--- config.mk ---
export PLATFORM = sky130hd
export DESIGN_NAME = solar_to_lunar_date_top
export DESIGN_NICKNAME = d
export VERILOG_FILES = /design/src/s2l_pkg.sv /design/src/solar_to_lunar_date_top.sv
export SDC_FILE = /design/constraint.sdc
export NUM_CORES = 1
export LEC_CHECK = 0
export ABC_AREA = 1
export BUFFER_PORTS_ARGS = -buffer_cell sky130_fd_sc_hd__buf_2
export CAP_MARGIN = 15
export CORE_UTILIZATION = 60
export CTS_BUF_LIST = sky130_fd_sc_hd__clkbuf_4 sky130_fd_sc_hd__clkbuf_8
export DETAILED_ROUTE_END_ITERATION = 10
export GPL_TIMING_DRIVEN = 0
export PLACE_DENSITY = 0.79
export SETUP_SLACK_MARGIN = 0.15
export SLEW_MARGIN = 20
export SYNTH_ARGS = -nofsm -noshare
export SYNTH_HDL_FRONTEND = slang
export SYNTH_SLANG_ARGS = --single-unit
--- constraint.sdc ---
create_clock -name clk_i -period 7.37 [get_ports clk_i]
set_clock_uncertainty 0.05 [all_clocks]
set_input_delay 0.3685 -clock clk_i [delete_from_list [all_inputs] [get_ports clk_i]]
set_output_delay 0.3685 -clock clk_i [all_outputs]
set_load 0.005 [all_outputs]
--- src/s2l_pkg.sv ---
// Package for the Gregorian to lunar date converter: the state type, the
// lunar year table for 2019 to 2050 and the month-start helper.
// Used by solar_to_lunar_date_top; it depends on nothing else.
package s2l_pkg;

  localparam int unsigned TableYears = 32;
  localparam logic [13:0] FirstYear = 14'd2019;
  localparam logic [13:0] LastYear  = 14'd2050;
  localparam logic [5:0]  DateYoeBase = 6'd19;  // FirstYear minus 2000
  localparam logic [5:0]  NyYoeBase   = 6'd18;  // new year lies in Jan/Feb
  localparam logic [14:0] DaysPerYear = 15'd365;
  localparam logic [14:0] ShortMonth  = 15'd29;
  localparam logic [14:0] LongMonth   = 15'd30;
  localparam logic [4:0]  LongLen     = 5'd30;
  localparam logic [3:0]  LastMonth   = 4'd12;

  typedef enum logic [2:0] {
    ST_IDLE,
    ST_DATE,
    ST_NEWYEAR,
    ST_CHECK,
    ST_WALK,
    ST_FIN
  } state_e;

  localparam logic [3:0] NY_MONTH [TableYears] = '{
    4'd2, 4'd1, 4'd2, 4'd2, 4'd1, 4'd2, 4'd1, 4'd2,
    4'd2, 4'd1, 4'd2, 4'd2, 4'd1, 4'd2, 4'd1, 4'd2,
    4'd2, 4'd1, 4'd2, 4'd2, 4'd1, 4'd2, 4'd2, 4'd1,
    4'd2, 4'd1, 4'd2, 4'd2, 4'd1, 4'd2, 4'd2, 4'd1
  };

  localparam logic [4:0] NY_DAY [TableYears] = '{
    5'd5,  5'd25, 5'd12, 5'd1,  5'd22, 5'd10, 5'd29, 5'd17,
    5'd7,  5'd27, 5'd13, 5'd3,  5'd23, 5'd11, 5'd31, 5'd19,
    5'd8,  5'd28, 5'd15, 5'd4,  5'd24, 5'd12, 5'd1,  5'd22,
    5'd10, 5'd30, 5'd17, 5'd6,  5'd26, 5'd14, 5'd2,  5'd23
  };

  localparam logic [3:0] LEAP_AT [TableYears] = '{
    4'd0, 4'd4, 4'd0, 4'd0, 4'd2, 4'd0, 4'd6,  4'd0,
    4'd0, 4'd5, 4'd0, 4'd0, 4'd3, 4'd0, 4'd11, 4'd0,
    4'd0, 4'd6, 4'd0, 4'd0, 4'd5, 4'd0, 4'd0,  4'd2,
    4'd0, 4'd7, 4'd0, 4'd0, 4'd5, 4'd0, 4'd0,  4'd3
  };

  localparam logic [4:0] LEAP_LEN [TableYears] = '{
    5'd0, 5'd29, 5'd0, 5'd0, 5'd29, 5'd0, 5'd29, 5'd0,
    5'd0, 5'd29, 5'd0, 5'd0, 5'd29, 5'd0, 5'd29, 5'd0,
    5'd0, 5'd30, 5'd0, 5'd0, 5'd29, 5'd0, 5'd0,  5'd29,
    5'd0, 5'd29, 5'd0, 5'd0, 5'd30, 5'd0, 5'd0,  5'd30
  };

  localparam logic [11:0] LONG_MONTHS [TableYears] = '{
    12'hA95, 12'hA9D, 12'h556, 12'hAB5, 12'hAD6, 12'h6D2, 12'h765, 12'hEA5,
    12'hE4A, 12'h656, 12'hC9B, 12'h55A, 12'h56D, 12'hB69, 12'hF52, 12'h752,
    12'hB25, 12'hB0B, 12'hA4B, 12'h4AB, 12'h2BB, 12'h56D, 12'hB69, 12'hDAA,
    12'hD92, 12'hEA5, 12'hD25, 12'hA4D, 12'hA4D, 12'h2B6, 12'h5B5, 12'h2D1
  };

  // Days before the start of a month in a year that begins in March.
  function automatic logic [8:0] month_start(input logic [3:0] mi);
    logic [8:0] r;
    case (mi)
      4'd0:    r = 9'd0;
      4'd1:    r = 9'd31;
      4'd2:    r = 9'd61;
      4'd3:    r = 9'd92;
      4'd4:    r = 9'd122;
      4'd5:    r = 9'd153;
      4'd6:    r = 9'd184;
      4'd7:    r = 9'd214;
      4'd8:    r = 9'd245;
      4'd9:    r = 9'd275;
      4'd10:   r = 9'd306;
      4'd11:   r = 9'd337;
      4'd12:   r = 9'd367;
      default: r = 9'd0;
    endcase
    return r;
  endfunction

endpackage

--- src/solar_to_lunar_date_top.sv ---
// Gregorian to Chinese lunar date converter, top level and only module.
// Depends on s2l_pkg for the lunar year table and the state type.
//
// Usage: a request carries a Gregorian year, month and day on the input
// channel (valid_i / stall_o) and yields exactly one result on the output
// channel (valid_o / stall_i): a validity flag, the lunar year, month, day
// and a leap-month flag. An invalid result has every other field zero.
// One request is worked on at a time; stall_o is high from the cycle after
// acceptance until the result has been moved into the output register.
// The sequencer finds the day number of the date, then that of the new
// year, and checks one against the other; a date before the new year of
// its Gregorian year retries once with the lunar year before. A year
// outside the table goes straight to the final state, and a date that
// precedes even the chosen lunar year ends there as an invalid result.
// The walk steps one month per cycle through a single shared subtractor.
// The output register parts the two sides: while a result waits under
// stall_i, the block already accepts and works on the next request and
// only holds in its final state if that one finishes first.
// Reset (rst_ni low, asynchronous) returns the sequencer to idle and drops
// valid_o; no clearing pass is needed, as the tables are constants.
module solar_to_lunar_date_top (
  input  logic        clk_i,
  input  logic        rst_ni,
  input  logic        valid_i,
  output logic        stall_o,
  input  logic [13:0] solar_year_i,
  input  logic [3:0]  solar_month_i,
  input  logic [4:0]  solar_day_i,
  output logic        valid_o,
  input  logic        stall_i,
  output logic        valid_res_o,
  output logic [11:0] lyear_o,
  output logic [3:0]  lmonth_o,
  output logic [4:0]  lunar_day_o,
  output logic        is_leap_o
);

  s2l_pkg::state_e state_q, state_d;

  // Request and working registers.
  logic [4:0]  idx_q, idx_d;        // table index of the chosen lunar year
  logic [3:0]  mon_q, mon_d;        // Gregorian month of the request
  logic [4:0]  day_q, day_d;        // Gregorian day of the request
  logic        fallback_q, fallback_d;
  logic [14:0] days_q, days_d;      // day number of the date within the era
  logic [14:0] start_q, start_d;    // day number of the chosen new year
  logic [14:0] off_q, off_d;        // days still to walk
  logic [3:0]  month_q, month_d;    // lunar month under the walk
  logic        leap_ph_q, leap_ph_d;

  // Finished result, waiting for the output register.
  logic        rv_q, rv_d;
  logic [3:0]  rmonth_q, rmonth_d;
  logic [4:0]  rday_q, rday_d;
  logic        rleap_q, rleap_d;

  // Output register.
  logic        out_valid_q, out_valid_d;
  logic        ov_res_q, ov_res_d;
  logic [11:0] oyear_q, oyear_d;
  logic [3:0]  omonth_q, omonth_d;
  logic [4:0]  oday_q, oday_d;
  logic        oleap_q, oleap_d;

  logic in_accept;
  logic in_table;
  logic load_out;

  assign stall_o   = (state_q != s2l_pkg::ST_IDLE);
  assign in_accept = valid_i && !stall_o;
  assign in_table  = (solar_year_i >= s2l_pkg::FirstYear) &&
                     (solar_year_i <= s2l_pkg::LastYear);
  assign load_out  = (state_q == s2l_pkg::ST_FIN) && (!out_valid_q || !stall_i);

  // Day-number unit, shared between the date and the new year. It counts
  // days from the start of the era, one more than the civil count; the
  // offset only ever takes a difference, so the extra day cancels.
  logic        early_month;
  logic [5:0]  yoe;
  logic [3:0]  mi;
  logic [4:0]  dd;
  logic [14:0] doe;

  assign early_month = (mon_q <= 4'd2);

  always_comb begin
    if (state_q == s2l_pkg::ST_DATE) begin
      yoe = 6'(idx_q) + s2l_pkg::DateYoeBase - 6'(early_month);
      mi  = early_month ? (mon_q + 4'd9) : (mon_q - 4'd3);
      dd  = day_q;
    end else begin
      yoe = 6'(idx_q) + s2l_pkg::NyYoeBase;
      mi  = s2l_pkg::NY_MONTH[idx_q] + 4'd9;
      dd  = s2l_pkg::NY_DAY[idx_q];
    end
  end

  assign doe = 15'(yoe) * s2l_pkg::DaysPerYear + 15'(yoe >> 2) +
               15'(s2l_pkg::month_start(mi)) + 15'(dd);

  // The shared subtractor: date against new year, then offset against
  // each month length in turn. A borrow means the minuend was smaller.
  logic        cur_long;
  logic [14:0] month_len;
  logic [14:0] sub_a, sub_b;
  logic [15:0] diff;
  logic        borrow;

  assign cur_long = leap_ph_q ? (s2l_pkg::LEAP_LEN[idx_q] == s2l_pkg::LongLen)
                              : s2l_pkg::LONG_MONTHS[idx_q][4'(month_q - 4'd1)];
  assign month_len = cur_long ? s2l_pkg::LongMonth : s2l_pkg::ShortMonth;
  assign sub_a  = (state_q == s2l_pkg::ST_CHECK) ? days_q : off_q;
  assign sub_b  = (state_q == s2l_pkg::ST_CHECK) ? start_q : month_len;
  assign diff   = {1'b0, sub_a} - {1'b0, sub_b};
  assign borrow = diff[15];

  // Next state.
  always_comb begin
    state_d = state_q;
    unique case (state_q)
      s2l_pkg::ST_IDLE: begin
        if (in_accept) begin
          state_d = in_table ? s2l_pkg::ST_DATE : s2l_pkg::ST_FIN;
        end
      end
      s2l_pkg::ST_DATE: begin
        state_d = s2l_pkg::ST_NEWYEAR;
      end
      s2l_pkg::ST_NEWYEAR: begin
        state_d = s2l_pkg::ST_CHECK;
      end
      s2l_pkg::ST_CHECK: begin
        if (!borrow) begin
          state_d = s2l_pkg::ST_WALK;
        end else if (!fallback_q && (idx_q != 5'd0)) begin
          state_d = s2l_pkg::ST_NEWYEAR;
        end else begin
          state_d = s2l_pkg::ST_FIN;
        end
      end
      s2l_pkg::ST_WALK: begin
        if (borrow) begin
          state_d = s2l_pkg::ST_FIN;
        end else if (!(!leap_ph_q && (s2l_pkg::LEAP_AT[idx_q] == month_q)) &&
                     (month_q == s2l_pkg::LastMonth)) begin
          state_d = s2l_pkg::ST_FIN;
        end
      end
      s2l_pkg::ST_FIN: begin
        if (load_out) begin
          state_d = s2l_pkg::ST_IDLE;
        end
      end
      default: state_d = s2l_pkg::ST_IDLE;
    endcase
  end

  // Datapath and result updates.
  always_comb begin
    idx_d      = idx_q;
    mon_d      = mon_q;
    day_d      = day_q;
    fallback_d = fallback_q;
    days_d     = days_q;
    start_d    = start_q;
    off_d      = off_q;
    month_d    = month_q;
    leap_ph_d  = leap_ph_q;
    rv_d       = rv_q;
    rmonth_d   = rmonth_q;
    rday_d     = rday_q;
    rleap_d    = rleap_q;
    unique case (state_q)
      s2l_pkg::ST_IDLE: begin
        if (in_accept) begin
          idx_d      = 5'(solar_year_i - s2l_pkg::FirstYear);
          mon_d      = solar_month_i;
          day_d      = solar_day_i;
          fallback_d = 1'b0;
          rv_d       = 1'b0;
          rmonth_d   = 4'd0;
          rday_d     = 5'd0;
          rleap_d    = 1'b0;
        end
      end
      s2l_pkg::ST_DATE: begin
        days_d = doe;
      end
      s2l_pkg::ST_NEWYEAR: begin
        start_d = doe;
      end
      s2l_pkg::ST_CHECK: begin
        if (!borrow) begin
          off_d     = diff[14:0];
          month_d   = 4'd1;
          leap_ph_d = 1'b0;
        end else if (!fallback_q && (idx_q != 5'd0)) begin
          // Before this year's new year: retry with the lunar year before.
          idx_d      = idx_q - 5'd1;
          fallback_d = 1'b1;
        end
      end
      s2l_pkg::ST_WALK: begin
        if (borrow) begin
          rv_d     = 1'b1;
          rmonth_d = month_q;
          rday_d   = 5'(off_q + 15'd1);
          rleap_d  = leap_ph_q;
        end else begin
          off_d = diff[14:0];
          if (!leap_ph_q && (s2l_pkg::LEAP_AT[idx_q] == month_q)) begin
            leap_ph_d = 1'b1;
          end else begin
            leap_ph_d = 1'b0;
            month_d   = month_q + 4'd1;
          end
        end
      end
      s2l_pkg::ST_FIN: begin
      end
      default: begin
      end
    endcase
  end

  // Output register.
  always_comb begin
    out_valid_d = out_valid_q;
    ov_res_d    = ov_res_q;
    oyear_d     = oyear_q;
    omonth_d    = omonth_q;
    oday_d      = oday_q;
    oleap_d     = oleap_q;
    if (load_out) begin
      out_valid_d = 1'b1;
      ov_res_d    = rv_q;
      oyear_d     = rv_q ? (12'(idx_q) + s2l_pkg::FirstYear[11:0]) : 12'd0;
      omonth_d    = rmonth_q;
      oday_d      = rday_q;
      oleap_d     = rleap_q;
    end else if (!stall_i) begin
      out_valid_d = 1'b0;
    end
  end

  always_ff @(posedge clk_i or negedge rst_ni) begin
    if (!rst_ni) begin
      state_q     <= s2l_pkg::ST_IDLE;
      out_valid_q <= 1'b0;
    end else begin
      state_q     <= state_d;
      out_valid_q <= out_valid_d;
    end
  end

  always_ff @(posedge clk_i) begin
    idx_q      <= idx_d;
    mon_q      <= mon_d;
    day_q      <= day_d;
    fallback_q <= fallback_d;
    days_q     <= days_d;
    start_q    <= start_d;
    off_q      <= off_d;
    month_q    <= month_d;
    leap_ph_q  <= leap_ph_d;
    rv_q       <= rv_d;
    rmonth_q   <= rmonth_d;
    rday_q     <= rday_d;
    rleap_q    <= rleap_d;
    ov_res_q   <= ov_res_d;
    oyear_q    <= oyear_d;
    omonth_q   <= omonth_d;
    oday_q     <= oday_d;
    oleap_q    <= oleap_d;
  end

  assign valid_o     = out_valid_q;
  assign valid_res_o = ov_res_q;
  assign lyear_o     = oyear_q;
  assign lmonth_o    = omonth_q;
  assign lunar_day_o = oday_q;
  assign is_leap_o   = oleap_q;

  // An accepted request either starts the conversion or finishes at once.
  a_accept_start : assert property (@(posedge clk_i) disable iff (!rst_ni)
    in_accept |=> (state_q == s2l_pkg::ST_DATE) || (state_q == s2l_pkg::ST_FIN))
    else $error("accepted request did not start a conversion");

  // The walk never steps outside the twelve months.
  a_walk_month : assert property (@(posedge clk_i) disable iff (!rst_ni)
    (state_q == s2l_pkg::ST_WALK) |-> (month_q >= 4'd1) && (month_q <= 4'd12))
    else $error("month walk left the year");

  // A valid result names a real month and day.
  a_valid_fields : assert property (@(posedge clk_i) disable iff (!rst_ni)
    (valid_o && valid_res_o) |->
      (lmonth_o >= 4'd1) && (lmonth_o <= 4'd12) &&
      (lunar_day_o >= 5'd1) && (lunar_day_o <= 5'd30))
    else $error("valid result with impossible month or day");

  // An invalid result carries zeros only.
  a_invalid_zero : assert property (@(posedge clk_i) disable iff (!rst_ni)
    (valid_o && !valid_res_o) |->
      (lyear_o == 12'd0) && (lmonth_o == 4'd0) &&
      (lunar_day_o == 5'd0) && !is_leap_o)
    else $error("invalid result with non-zero fields");

  // A result is loaded only into a free or draining output register.
  a_no_overwrite : assert property (@(posedge clk_i) disable iff (!rst_ni)
    (valid_o && stall_i) |=> valid_o && $stable(lunar_day_o))
    else $error("waiting result was overwritten");

endmodule
==> results.cfg <==
[status]
status = completed

[yosys]
ys_seq_area_share_pct = 37.07
synth-xor-area-share_pct = 3.988
synth_compound_area_share_pct = 9.808
synthCells = 954
avgSynthCellArea_um2 = 8.518
ys_types = 45
synth-simple-area-share_pct = 19.68
yosysWarnings = 0
muxShareOfSynthArea_pct = 0.1232
synthesis.nets = 1101
async_flop_share_pct = 3.960
synth-seq-cells = 101
synth_edf_count = 97
synth_top_family_by_area = adder cells
synth_area_um2 = 8127
synthAdderAreaFrac_pct = 20.79
synthFlopType = edfxtp_1

[timing]
slew_headroom_pct = 26.94
fin_crit_ns = 6.662
worstMarginPinSlew_ns = 1.096
slew_viol_final = 0
setup-violations-final = 0
fmaxAchievable_mhz = 150.1
tns_ns = 0
rsz0062_at_grt = false
hold_violations = 0
fin_crit_sh_pct = 90.39

[run]
max-cap-violations = 0

[route]
postRouteWirelength_mm = 19.32
drt_iter0_markers = 812
postRouteAntennaNets = 0
drc = 0
drt-pass1-iter-count = 5
viasPerCell = 5.554
routed_wire_length_per_instance_um = 16.01
route.vias.total = 6704

[setup_path]
crit_path_start_kind = register
required_ns = 7.44
cp_slowest_stage_delay_ns = 0.46
crit_top_cell = inv_1
slowest_stage = edfxtp_1
critPathMaxFanout = 7
endpoint_kind = register
path_class = reg2reg
arrival_ns = 6.74

[placed_design]
io_buffers = 51
hpwl_mm = 15.02
gp_congestion = 1.004

[finish]
final_net_count = 1172
drive_gt1_share_pct = 11.27
syn_to_final_growth_pct = 9.284

[clock_tree]
cts_buffers = 9
htreeDepth = 3
cts_tree = done
clockBufferDepth = 2
clkSlewWorstSetupHoldPaths_ns = 0.10
clock_latency_ns = 0.38
cts_root_buffer = clkbuf_8
cts_num_sinks = 101

[die]
die_w_um = 118.4
rows = 42
die_area_um2 = 14010
io_pins = 52
die_y_um = 118.4
initial_core_util_pct = 61.37
fp.coreArea_um2 = 13240

[hold_path]
hold_class = in2reg

[global_route]
grt-ovfl-total = 0
grt_antenna_before_repair = 0
grt_pass1_wl_mm = 31.66
grt_pass1_vias = 6514
grt_usage_pct = 29.20
grt_start_max_net_pins = 25
[Yosys cell counts, types with 2 or more instances]
master,instances,area [µm²]
nand4_1,6,37.54
nand2_1,214,803.3
or2_1,2,12.51
a31oi_1,3,18.77
fa_1,25,500.5
o21ai_1,9,45.04
inv_2,7,26.28
nor2_1,72,270.3
nand3_1,65,325.3
nand2_2,2,12.51
a21oi_1,59,295.3
nand3b_1,3,22.52
a21o_1,3,22.52
clkbuf_1,7,26.28
xor2_1,24,210.2
o21bai_1,2,15.01
a32oi_1,2,17.52
a211oi_1,3,22.52
buf_4,6,45.04
ha_1,95,1189
dfrtp_1,4,100.1
xnor2_1,13,113.9
buf_2,12,60.06
a21boi_1,2,15.01
o31ai_1,3,22.52
o21ai_0,43,215.2
nor3_1,9,45.04
o211ai_1,4,30.03
edfxtp_1,97,2913
or2_2,3,18.77
nor3_4,2,32.53
inv_1,140,525.5
[flip-flops by register name, summed over array words and instances, names as in the netlist, 3 cells and up]
name         count
state_q          3
start_q         15
idx_q            5
lyear_o         10
lunar_day_o      5
off_q           15
rday_q           5
rmonth_q         4
day_q            5
lmonth_o         4
month_q          4
days_q          15
mon_q            4
[through the flow]
step                      utilization [%]  hold slack (ns)  instance area [µm²]  setup slack, ns  std cells
final                               67.06           0.1076                 8881           0.7083       1207
after detailed placement            65.19           0.1358                 8633          0.08712       1183
after floorplan                         -          0.02291                 8127            1.263        954
after CTS                           66.60          0.09310                 8820           0.5279       1201
after global placement              64.96           0.1281                 8602          0.08365       1181
after global routing                67.03          0.09588                 8876           0.1939       1205
[layout by cell type, fill, tap and decap left out, drive strengths merged, types with 2 or more instances in the layout]
| cell | Yosys | final |
|---|---|---|
| edfxtp | 97 | 97 |
| xnor2 | 13 | 13 |
| a31oi | 3 | 3 |
| o21bai | 2 | 2 |
| o31ai | 3 | 3 |
| fa | 25 | 25 |
| diode | 0 | 2 |
| inv | 147 | 149 |
| nor2 | 73 | 73 |
| nand3b | 3 | 3 |
| or2 | 5 | 5 |
| ha | 95 | 95 |
| clkinv | 0 | 3 |
| a32oi | 2 | 2 |
| nand3 | 65 | 65 |
| o311ai | 2 | 2 |
| a21boi | 2 | 2 |
| xor2 | 24 | 24 |
| o211ai | 4 | 4 |
| nand4 | 6 | 6 |
| buf | 19 | 78 |
| a21oi | 59 | 59 |
| dfrtp | 4 | 4 |
| a211oi | 4 | 4 |
| nand2 | 216 | 216 |
| nor3 | 11 | 11 |
| clkbuf | 7 | 16 |
| a21o | 3 | 3 |
| o21ai | 53 | 53 |
[critical path: cells and delay by family (launching register included)]
kind | cells | cell delay, ns
flops | 1 | 0.46
simple gates | 10 | 0.99
xor+xnor | 1 | 0.15
compound gates | 5 | 0.65
buf+inv | 14 | 1.25
fa+ha+maj | 9 | 2.85
[routing by layer]
| layer | GRT usage, % | up-vias | share of wire [%] |
|---|---|---|---|
| li1 | - | 3297 | - |
| met1 | 39.91 | 3065 | 45 |
| met2 | 45.74 | 307 | 44 |
| met3 | 6.371 | 35 | 8.9 |
| met4 | 10.76 | 0 | 2.4 |
| met5 | 0 | - | 0 |
[final cells by class]
cell class,count,area (µm²)
multi-input combinational,680,4449
inverter,147,555.5
sequential,101,3013
antenna,2,5.005
fill,1092,4362
tap,176,220.2
timing repair buffer,60,332.8
buffer,26,143.9
clock buffer,9,123.9
clock inverter,6,37.54
[final timing paths]
check | startpoint | slack (ns) | cells past startpoint | endpoint
worst max-delay path | idx_q[0] | 0.71 | 39 | days_q[14]
worst min-delay path | solar_day_i[0] | 0.11 | 1 | day_q[0]
worst max register to register | idx_q[0] | 0.71 | 39 | days_q[14]
worst min register to register | rday_q[4] | 0.38 | 0 | lunar_day_o[4]
max in group asynchronous | rst_ni | 6.86 | 2 | state_q[2]
min in group asynchronous | rst_ni | 0.27 | 2 | valid_o
[cell families (layout without fill, tap and decap cells)]
| family | Yosys count | count (layout) |
|---|---|---|
| multiplexers | 1 | 1 |
| AND/OR/NAND/NOR | 381 | 381 |
| flip-flops | 101 | 101 |
| buffers and inverters | 173 | 248 |
| adder cells (fa/ha/maj) | 120 | 120 |
| other | 0 | 2 |
| XOR/XNOR | 37 | 37 |
| AO/OA/AOI/OAI | 141 | 141 |
[repair_timing]
| item | 4_1_cts | 5_1_grt |
|---|---|---|
| endpoints found under the hold margin | 4 | 0 |
| pin swaps | 0 | 0 |
| endpoints found under the setup margin | 4 | 4 |
| buffers inserted | 2 | 4 |
| gates resized for setup | 0 | 6 |
| hold buffers | 1 | 0 |
Power is left out: the tool's default activity adds up to more than one toggle a clock period on the data nets, which glitch-free logic cannot reach.
